===== src/sorted_timer_event_queue_macros.svh =====
// assertion helpers included by the queue rtl
`ifndef SORTED_TIMER_EVENT_QUEUE_MACROS_SVH
`define SORTED_TIMER_EVENT_QUEUE_MACROS_SVH

// property checked at every clock edge outside reset
`define STEQ_ASSERT(label, prop, msg) \
  label: assert property (@(posedge clk_i) disable iff (!rst_ni) prop) \
    else $error(msg);

// property checked in the cycle after a trigger, outside reset
`define STEQ_ASSERT_NEXT(label, trig, prop, msg) \
  label: assert property (@(posedge clk_i) disable iff (!rst_ni) (trig) |=> (prop)) \
    else $error(msg);

`endif


===== src/steq_pkg.sv =====
`default_nettype none

package steq_pkg;

  // queue size and derived widths
  localparam int QUEUE_DEPTH = 16;
  localparam int IDX_W       = $clog2(QUEUE_DEPTH);
  localparam int CNT_W       = $clog2(QUEUE_DEPTH + 1);

  // field widths
  localparam int STAMP_W   = 32;
  localparam int HANDLER_W = 16;
  localparam int ARG_W     = 32;
  localparam int KIND_W    = 2;

  localparam logic [IDX_W:0]   DEPTH_EXT = (IDX_W + 1)'(QUEUE_DEPTH);
  localparam logic [CNT_W-1:0] DEPTH_CNT = CNT_W'(QUEUE_DEPTH);

  // request codes
  localparam logic CMD_SCHEDULE = 1'b0;
  localparam logic CMD_TICK     = 1'b1;

  // result codes
  localparam logic [KIND_W-1:0] KIND_ACCEPTED = 2'd0;
  localparam logic [KIND_W-1:0] KIND_DROPPED  = 2'd1;
  localparam logic [KIND_W-1:0] KIND_FIRED    = 2'd2;
  localparam logic [KIND_W-1:0] KIND_NONE_DUE = 2'd3;

  // one stored timer entry
  typedef struct packed {
    logic [STAMP_W-1:0]   due;
    logic [HANDLER_W-1:0] handler;
    logic [ARG_W-1:0]     arg;
  } entry_t;

  typedef enum logic [1:0] {
    ST_IDLE,
    ST_INS,
    ST_TICK,
    ST_DROP
  } steq_state_e;

  // logical slot to ram address in the circular buffer
  function automatic logic [IDX_W-1:0] phys_addr(input logic [IDX_W-1:0] hd,
                                                 input logic [IDX_W-1:0] lidx);
    logic [IDX_W:0] sum;
    logic [IDX_W:0] wrapped;
    sum     = {1'b0, hd} + {1'b0, lidx};
    wrapped = sum - DEPTH_EXT;
    if (sum >= DEPTH_EXT) begin
      phys_addr = wrapped[IDX_W-1:0];
    end else begin
      phys_addr = sum[IDX_W-1:0];
    end
  endfunction

endpackage

`default_nettype wire


===== src/steq_cmd_if.sv =====
`default_nettype none

interface steq_cmd_if;
  import steq_pkg::*;

  logic                 valid;
  logic                 ready;
  logic                 command;
  logic [STAMP_W-1:0]   stamp_ms;
  logic [HANDLER_W-1:0] handler_id;
  logic signed [ARG_W-1:0] handler_arg;

  modport source (output valid, command, stamp_ms, handler_id, handler_arg,
                  input ready);
  modport sink (input valid, command, stamp_ms, handler_id, handler_arg,
                output ready);
endinterface

`default_nettype wire


===== src/steq_evt_if.sv =====
`default_nettype none

interface steq_evt_if;
  import steq_pkg::*;

  logic                 valid;
  logic                 ready;
  logic [KIND_W-1:0]    event_kind;
  logic [HANDLER_W-1:0] out_handler;
  logic signed [ARG_W-1:0] out_arg;
  logic                 last_of_run;

  modport source (output valid, event_kind, out_handler, out_arg, last_of_run,
                  input ready);
  modport sink (input valid, event_kind, out_handler, out_arg, last_of_run,
                output ready);
endinterface

`default_nettype wire


===== src/steq_ram.sv =====
`default_nettype none

module steq_ram #(
  parameter int WIDTH = 8,
  parameter int DEPTH = 16
) (
  input  wire logic                     clk_i,
  input  wire logic                     we_i,
  input  wire logic [$clog2(DEPTH)-1:0] waddr_i,
  input  wire logic [WIDTH-1:0]         wdata_i,
  input  wire logic                     re_i,
  input  wire logic [$clog2(DEPTH)-1:0] raddr_i,
  output logic      [WIDTH-1:0]         rdata_o
);

  logic [WIDTH-1:0] mem_q [DEPTH];

  // write port
  always_ff @(posedge clk_i) begin
    if (we_i) begin
      mem_q[waddr_i] <= wdata_i;
    end
  end

  // registered read, held while no read is issued
  always_ff @(posedge clk_i) begin
    if (re_i) begin
      rdata_o <= mem_q[raddr_i];
    end
  end

endmodule

`default_nettype wire


===== src/sorted_timer_event_queue.sv =====
// Sorted timer event queue.
// Requests arrive on cmd_i: command 0 schedules an event (due time, handler,
// argument), command 1 is a tick carrying the current time. Results leave on
// evt_o through one output register; a request is taken only while the block
// is idle, even if an earlier result still waits there.
// Entries live in one RAM used as a circular buffer, sorted by due time with
// the earliest at the head. A schedule walks from the tail toward the head,
// moving one later entry back per cycle, then gives one status result
// (accepted, or dropped when full). A tick pops due entries from the head at
// one RAM read per cycle while the receiver takes results. Each fired entry
// gives one result, the last one marked; with nothing due one status result
// is given. The single RAM read port sets both rates.
// Reset empties the queue at once (entry count and head pointer clear; RAM
// contents are left as they are). When the receiver stalls, the result
// register holds and the block waits with it, losing nothing.
`default_nettype none

module sorted_timer_event_queue (
  input wire logic clk_i,
  input wire logic rst_ni,
  steq_cmd_if.sink   cmd_i,
  steq_evt_if.source evt_o
);
  import steq_pkg::*;

  `include "sorted_timer_event_queue_macros.svh"

  steq_state_e state_q, state_d;
  logic [CNT_W-1:0] count_q, count_d;
  logic [IDX_W-1:0] head_q, head_d;
  logic [CNT_W-1:0] hole_q, hole_d;
  logic             pend_valid_q, pend_valid_d;
  entry_t           pend_q, pend_d;
  entry_t           req_q;
  logic             take_req;

  logic                 out_valid_q, out_valid_d;
  logic [KIND_W-1:0]    out_kind_q;
  logic [HANDLER_W-1:0] out_handler_q;
  logic [ARG_W-1:0]     out_arg_q;
  logic                 out_last_q;
  logic                 out_free;

  logic                 emit;
  logic [KIND_W-1:0]    emit_kind;
  logic [HANDLER_W-1:0] emit_handler;
  logic [ARG_W-1:0]     emit_arg;
  logic                 emit_last;

  logic             ram_we, ram_re;
  logic [IDX_W-1:0] ram_waddr, ram_raddr;
  entry_t           ram_wdata, ram_rdata;

  logic [CNT_W-1:0] count_m1, hole_m1, hole_m2;
  logic             ins_here, tick_due;

  // entry storage
  steq_ram #(
    .WIDTH ($bits(entry_t)),
    .DEPTH (QUEUE_DEPTH)
  ) u_ram (
    .clk_i   (clk_i),
    .we_i    (ram_we),
    .waddr_i (ram_waddr),
    .wdata_i (ram_wdata),
    .re_i    (ram_re),
    .raddr_i (ram_raddr),
    .rdata_o (ram_rdata)
  );

  assign count_m1 = count_q - 1'b1;
  assign hole_m1  = hole_q - 1'b1;
  assign hole_m2  = hole_q - 2'd2;
  assign ins_here = (hole_q == '0) || (ram_rdata.due <= req_q.due);
  assign tick_due = (count_q != '0) && (ram_rdata.due <= req_q.due);
  assign out_free = !out_valid_q || evt_o.ready;

  // next state, ram access and result selection
  always_comb begin
    state_d      = state_q;
    count_d      = count_q;
    head_d       = head_q;
    hole_d       = hole_q;
    pend_valid_d = pend_valid_q;
    pend_d       = pend_q;
    take_req     = 1'b0;
    ram_we       = 1'b0;
    ram_waddr    = phys_addr(head_q, hole_q[IDX_W-1:0]);
    ram_wdata    = ram_rdata;
    ram_re       = 1'b0;
    ram_raddr    = head_q;
    emit         = 1'b0;
    emit_kind    = KIND_ACCEPTED;
    emit_handler = '0;
    emit_arg     = '0;
    emit_last    = 1'b1;
    cmd_i.ready  = 1'b0;

    unique case (state_q)
      ST_IDLE: begin
        cmd_i.ready = 1'b1;
        if (cmd_i.valid) begin
          take_req = 1'b1;
          if (cmd_i.command == CMD_TICK) begin
            ram_re       = 1'b1;
            ram_raddr    = head_q;
            pend_valid_d = 1'b0;
            state_d      = ST_TICK;
          end else if (count_q == DEPTH_CNT) begin
            state_d = ST_DROP;
          end else begin
            hole_d    = count_q;
            ram_re    = (count_q != '0);
            ram_raddr = phys_addr(head_q, count_m1[IDX_W-1:0]);
            state_d   = ST_INS;
          end
        end
      end

      ST_INS: begin
        if (ins_here) begin
          // place the new entry into the hole
          if (out_free) begin
            ram_we    = 1'b1;
            ram_wdata = req_q;
            count_d   = count_q + 1'b1;
            emit      = 1'b1;
            emit_kind = KIND_ACCEPTED;
            state_d   = ST_IDLE;
          end
        end else begin
          // later entry moves back one slot, hole moves toward the head
          ram_we    = 1'b1;
          ram_wdata = ram_rdata;
          hole_d    = hole_m1;
          ram_re    = (hole_q >= CNT_W'(2));
          ram_raddr = phys_addr(head_q, hole_m2[IDX_W-1:0]);
        end
      end

      ST_TICK: begin
        if (tick_due) begin
          // pop the head; the held entry goes out as a non-final result
          if (!pend_valid_q || out_free) begin
            emit         = pend_valid_q;
            emit_kind    = KIND_FIRED;
            emit_handler = pend_q.handler;
            emit_arg     = pend_q.arg;
            emit_last    = 1'b0;
            pend_d       = ram_rdata;
            pend_valid_d = 1'b1;
            head_d       = phys_addr(head_q, IDX_W'(1));
            count_d      = count_m1;
            ram_re       = (count_q > CNT_W'(1));
            ram_raddr    = phys_addr(head_q, IDX_W'(1));
          end
        end else if (out_free) begin
          // end of run
          emit = 1'b1;
          if (pend_valid_q) begin
            emit_kind    = KIND_FIRED;
            emit_handler = pend_q.handler;
            emit_arg     = pend_q.arg;
          end else begin
            emit_kind = KIND_NONE_DUE;
          end
          pend_valid_d = 1'b0;
          state_d      = ST_IDLE;
        end
      end

      ST_DROP: begin
        if (out_free) begin
          emit      = 1'b1;
          emit_kind = KIND_DROPPED;
          state_d   = ST_IDLE;
        end
      end

      default: begin
        state_d = ST_IDLE;
      end
    endcase
  end

  assign out_valid_d = emit || (out_valid_q && !evt_o.ready);

  // control registers
  always_ff @(posedge clk_i or negedge rst_ni) begin
    if (!rst_ni) begin
      state_q      <= ST_IDLE;
      count_q      <= '0;
      head_q       <= '0;
      hole_q       <= '0;
      pend_valid_q <= 1'b0;
      out_valid_q  <= 1'b0;
    end else begin
      state_q      <= state_d;
      count_q      <= count_d;
      head_q       <= head_d;
      hole_q       <= hole_d;
      pend_valid_q <= pend_valid_d;
      out_valid_q  <= out_valid_d;
    end
  end

  // payload registers
  always_ff @(posedge clk_i) begin
    pend_q <= pend_d;
    if (take_req) begin
      req_q.due     <= cmd_i.stamp_ms;
      req_q.handler <= cmd_i.handler_id;
      req_q.arg     <= cmd_i.handler_arg;
    end
    if (emit) begin
      out_kind_q    <= emit_kind;
      out_handler_q <= emit_handler;
      out_arg_q     <= emit_arg;
      out_last_q    <= emit_last;
    end
  end

  // result channel
  assign evt_o.valid       = out_valid_q;
  assign evt_o.event_kind  = out_kind_q;
  assign evt_o.out_handler = out_handler_q;
  assign evt_o.out_arg     = out_arg_q;
  assign evt_o.last_of_run = out_last_q;

  // checks
  `STEQ_ASSERT(a_count_bound, (count_q <= DEPTH_CNT), "entry count above queue depth")
  `STEQ_ASSERT(a_hole_bound, (state_q == ST_INS) |-> (hole_q <= count_q), "hole past tail")
  `STEQ_ASSERT(a_run_open, (out_valid_q && (out_kind_q == KIND_FIRED) && !out_last_q) |-> (state_q == ST_TICK), "open run outside tick")
  `STEQ_ASSERT_NEXT(a_ins_count, (state_q == ST_INS) && (state_d == ST_IDLE), (count_q == $past(count_q) + 1'b1), "insert did not grow queue")

endmodule

`default_nettype wire

===== src/flat_wrapper.sv =====
// flat-port wrapper written by rule: the top's interface ports become plain ports
module sorted_timer_event_queue_flat import steq_pkg::*;
  (clk_i, rst_ni, cmd_i_valid, cmd_i_command, cmd_i_stamp_ms, cmd_i_handler_id, cmd_i_handler_arg, cmd_i_ready, evt_o_valid, evt_o_event_kind, evt_o_out_handler, evt_o_out_arg, evt_o_last_of_run, evt_o_ready);
  steq_cmd_if cmd_i_i ();
  steq_evt_if evt_o_i ();
  input wire logic clk_i;
  input wire logic rst_ni;
  input wire logic [$bits(cmd_i_i.valid)-1:0] cmd_i_valid;
  input wire logic [$bits(cmd_i_i.command)-1:0] cmd_i_command;
  input wire logic [$bits(cmd_i_i.stamp_ms)-1:0] cmd_i_stamp_ms;
  input wire logic [$bits(cmd_i_i.handler_id)-1:0] cmd_i_handler_id;
  input wire logic [$bits(cmd_i_i.handler_arg)-1:0] cmd_i_handler_arg;
  output wire logic [$bits(cmd_i_i.ready)-1:0] cmd_i_ready;
  output wire logic [$bits(evt_o_i.valid)-1:0] evt_o_valid;
  output wire logic [$bits(evt_o_i.event_kind)-1:0] evt_o_event_kind;
  output wire logic [$bits(evt_o_i.out_handler)-1:0] evt_o_out_handler;
  output wire logic [$bits(evt_o_i.out_arg)-1:0] evt_o_out_arg;
  output wire logic [$bits(evt_o_i.last_of_run)-1:0] evt_o_last_of_run;
  input wire logic [$bits(evt_o_i.ready)-1:0] evt_o_ready;
  assign cmd_i_i.valid = cmd_i_valid;
  assign cmd_i_i.command = cmd_i_command;
  assign cmd_i_i.stamp_ms = cmd_i_stamp_ms;
  assign cmd_i_i.handler_id = cmd_i_handler_id;
  assign cmd_i_i.handler_arg = cmd_i_handler_arg;
  assign cmd_i_ready = cmd_i_i.ready;
  assign evt_o_valid = evt_o_i.valid;
  assign evt_o_event_kind = evt_o_i.event_kind;
  assign evt_o_out_handler = evt_o_i.out_handler;
  assign evt_o_out_arg = evt_o_i.out_arg;
  assign evt_o_last_of_run = evt_o_i.last_of_run;
  assign evt_o_i.ready = evt_o_ready;
  sorted_timer_event_queue u_core (.clk_i(clk_i), .rst_ni(rst_ni), .cmd_i(cmd_i_i), .evt_o(evt_o_i));
endmodule

===== config.mk =====
export PLATFORM = sky130hd
export DESIGN_NAME = sorted_timer_event_queue_flat
export DESIGN_NICKNAME = d
export VERILOG_FILES = /design/src/steq_pkg.sv /design/src/steq_cmd_if.sv /design/src/steq_evt_if.sv /design/src/steq_ram.sv /design/src/sorted_timer_event_queue.sv /design/src/flat_wrapper.sv
export VERILOG_INCLUDE_DIRS = /design/src /design/src/src
export SDC_FILE = /design/constraint.sdc
export NUM_CORES = 2
export LEC_CHECK = 0
export BUFFER_PORTS_ARGS = -buffer_cell sky130_fd_sc_hd__buf_2
export CAP_MARGIN = 20
export CORE_UTILIZATION = 67
export DETAILED_ROUTE_END_ITERATION = 7
export PLACE_DENSITY = 0.84
export SLEW_MARGIN = 20
export SYNTH_ARGS = -nofsm -noshare
export SYNTH_HDL_FRONTEND = slang
export SYNTH_SLANG_ARGS = --single-unit

===== constraint.sdc =====
create_clock -name clk_i -period 29.6 [get_ports clk_i]
set_clock_uncertainty 0.1 [all_clocks]
set_input_delay 1.48 -clock clk_i [delete_from_list [all_inputs] [get_ports clk_i]]
set_output_delay 1.48 -clock clk_i [all_outputs]
set_load 0.02 [all_outputs]

==> flow_summary.json <==
{
  "rows": 110,
  "syn_area_um2": 61560,
  "grt-ovfl-total": 0,
  "synthDistinctLibCells": 60,
  "min_path_type": "register to register",
  "drc": 0,
  "root_buffer": "clkbuf_16",
  "tightest_slew_ps": 1188,
  "grt_max_degree": 196,
  "synth_area_leaders": "edfxtp_1 (75%), nand2_1 (8.5%), nand3_1 (5.2%), a21oi_1 (1.5%), mux2_2 (1.5%)",
  "portBuffers": 137,
  "clkLatencyLatePin_ps": 760,
  "synth_seq_cells": 1557,
  "synthAdderAreaFrac": 0.01154,
  "worstSetupPathType": "register to register",
  "timing.hold.ws_ps": 345.4,
  "synthCells": 4605,
  "required_ps": 30010,
  "synth_top_family_by_area": "simple AND/OR/NAND/NOR gates",
  "cp-start-kind": "register",
  "layout_commonest_cell": "edfxtp_1",
  "mostFrequentLayoutCells": "edfxtp_1 (1539), nand2_1 (1386), nand3_1 (638), a21oi_1 (183), clkbuf_16 (153)",
  "grt_pass1_wl_um": 237400,
  "path_clk_slew_ps": 60,
  "setup_ws_ps": 22510,
  "hold_violations": 0,
  "dr_total_vias": 40090,
  "ios": 138,
  "crit_path_max_incr_delay_ps": 1000,
  "post_cts_resized": 0,
  "period_needed_ps": 7092,
  "gp_congestion": 0.9237,
  "htree_levels": 4,
  "async_flop_share": 0.01156,
  "start_util": 0.6798,
  "dp_slack_ps": 22950,
  "synth.largest_area_cell": "edfxtp_1",
  "area_delta_synth_final_pct": 10.79,
  "crit_arrival_ps": 7500,
  "die_area_um2": 93100,
  "finalMaxSlewViolations": 0,
  "crit_chain": "ha_1, nand4_1, nor4_1, nand2b_1, a21boi_1, a211oi_2, a21oi_1, or3b_4, buf_4, nor2_4, buf_4, a31oi_1, nand2_1, o22ai_1",
  "synth-edff-count": 1539,
  "path_max_fanout": 56,
  "fp.dieW_um": 305.1,
  "finalNetCount": 4831,
  "antenna_found_initial": 6,
  "dieHeight_um": 305.1,
  "maxSlewHeadroom": 0.2082,
  "worst_path_most_repeated_cell": "buf_4",
  "synth-compound-area-share": 0.03851,
  "status": "finished clean",
  "muxShareOfSynthArea": 0.01760,
  "seq_area_frac_synth": 0.7580,
  "syn_nets": 4745,
  "cts_buffers": 149,
  "rsz0062_at_grt": "no",
  "cts_tree": "built",
  "setup_viol": 0,
  "drive_gt1_frac": 0.1123,
  "fmax_ghz": 0.1410,
  "cap_violations": 0,
  "dp_hpwl_um": 78210,
  "synth-simple-area-share": 0.1488,
  "avgViaCountPerCell": 6.699,
  "fin_tns_setup_ps": 0,
  "cp-end-kind": "register",
  "cts.sink_count": 1557,
  "drt_pass1_iterations": 8,
  "period_share": 0.2396,
  "synth.top_cell.area_share": 0.7507,
  "ant_nets": 0,
  "ys.flop_type": "edfxtp_1",
  "post_cts_buffers": 0,
  "routed_wl_um": 159700,
  "core_area_um2": 90560,
  "avgSynthCellArea_um2": 13.37,
  "drtIter0Drc": 6651,
  "grt_pass1_vias": 39490,
  "wl_per_cell_um": 26.69,
  "synthXorXnorAreaFrac": 0.002845,
  "cts_buffer_depth": 3,
  "slowest_stage": "nor4_1",
  "yosys_warnings": 0,
  "grt.total_usage": 0.3450,
  "cts_hold_buf": 0
}
## registers in the layout, summed over array words and instances, names as in the netlist, 2 cells and up
| register | flops |
|---|---|
| u_core.evt_o.out_handler | 16 |
| u_core.evt_o.event_kind | 2 |
| u_core.u_ram.rdata_o | 80 |
| u_core.head_q | 4 |
| u_core.u_ram.mem_q | 1280 |
| u_core.pend_q | 48 |
| u_core.hole_q | 5 |
| u_core.evt_o.out_arg | 32 |
| u_core.state_q | 2 |
| u_core.count_q | 5 |
| u_core.req_q | 80 |
## metrics by stage
stage / cell area, um2 / std cells / utilization
floorplan: 61560 / 4605 / -
global placement: 63280 / 5715 / 0.6987
detailed placement: 63280 / 5715 / 0.6988
CTS: 68180 / 5983 / 0.7528
global route: 68210 / 5985 / 0.7531
finish: 68210 / 5985 / 0.7531
## cells in the mapped netlist, types with 12 or more instances
| library cell | count |
|---|---|
| a21oi_1 | 183 |
| a31oi_1 | 79 |
| and2_1 | 52 |
| buf_1 | 31 |
| buf_2 | 114 |
| buf_4 | 15 |
| clkbuf_1 | 106 |
| dfrtp_1 | 18 |
| edfxtp_1 | 1539 |
| ha_1 | 52 |
| inv_1 | 47 |
| mux2_2 | 80 |
| mux2i_1 | 16 |
| nand2_1 | 1386 |
| nand3_1 | 638 |
| nor2_1 | 45 |
| o21ai_0 | 19 |
| o22ai_1 | 81 |
| xor2_1 | 12 |
## final timing paths
path	from	end	slack [ps]	depth (start not counted)
min in group asynchronous	rst_ni	u_core.state_q[1]	570	1
hold / removal	u_core.u_ram.rdata_o[36]	u_core.pend_q[36]	350	0
setup / recovery	u_core.u_ram.rdata_o[73]	u_core.u_ram.rdata_o[10]	22510	14
setup reg to reg	u_core.u_ram.rdata_o[73]	u_core.u_ram.rdata_o[10]	22510	14
max in group asynchronous	rst_ni	u_core.count_q[0]	28500	1
hold reg to reg	u_core.u_ram.rdata_o[36]	u_core.pend_q[36]	350	0
## logic make-up after synthesis
logic type / Yosys count
AND/OR/NAND/NOR: 2159
flip-flops: 1557
AO/OA/AOI/OAI: 402
buffers and inverters: 315
multiplexers: 97
adder cells (fa/ha/maj): 55
XOR/XNOR: 20
## cell type report
type,count,area [um2]
clock buffer,180,3940
inverter,47,176.4
multi-input combinational,2733,13730
antenna,1,2.502
clock inverter,88,957.2
tap,1176,1471
fill,5017,22360
timing repair buffer,203,1260
sequential,1557,46660
## worst max-delay path: cells and delay by family, from the launching register on
family | cells | cell delay, ps
and+or+nand+nor | 6 | 3100
AOI/OAI and AO/OA | 5 | 1420
buffers and inverters | 2 | 1420
DFF | 1 | 420
adders and majority gates | 1 | 330
## per-layer routing
metal,vias to the layer above,share of wire,global-route usage
li1,16850,-,-
met1,19280,0.35,0.4637
met2,3383,0.47,0.5391
met3,580,0.13,0.07420
met4,6,0.048,0.1759
met5,-,0.00024,0
Power is left out: the tool's default activity adds up to more than one toggle a clock period on the data nets, which glitch-free logic cannot reach.
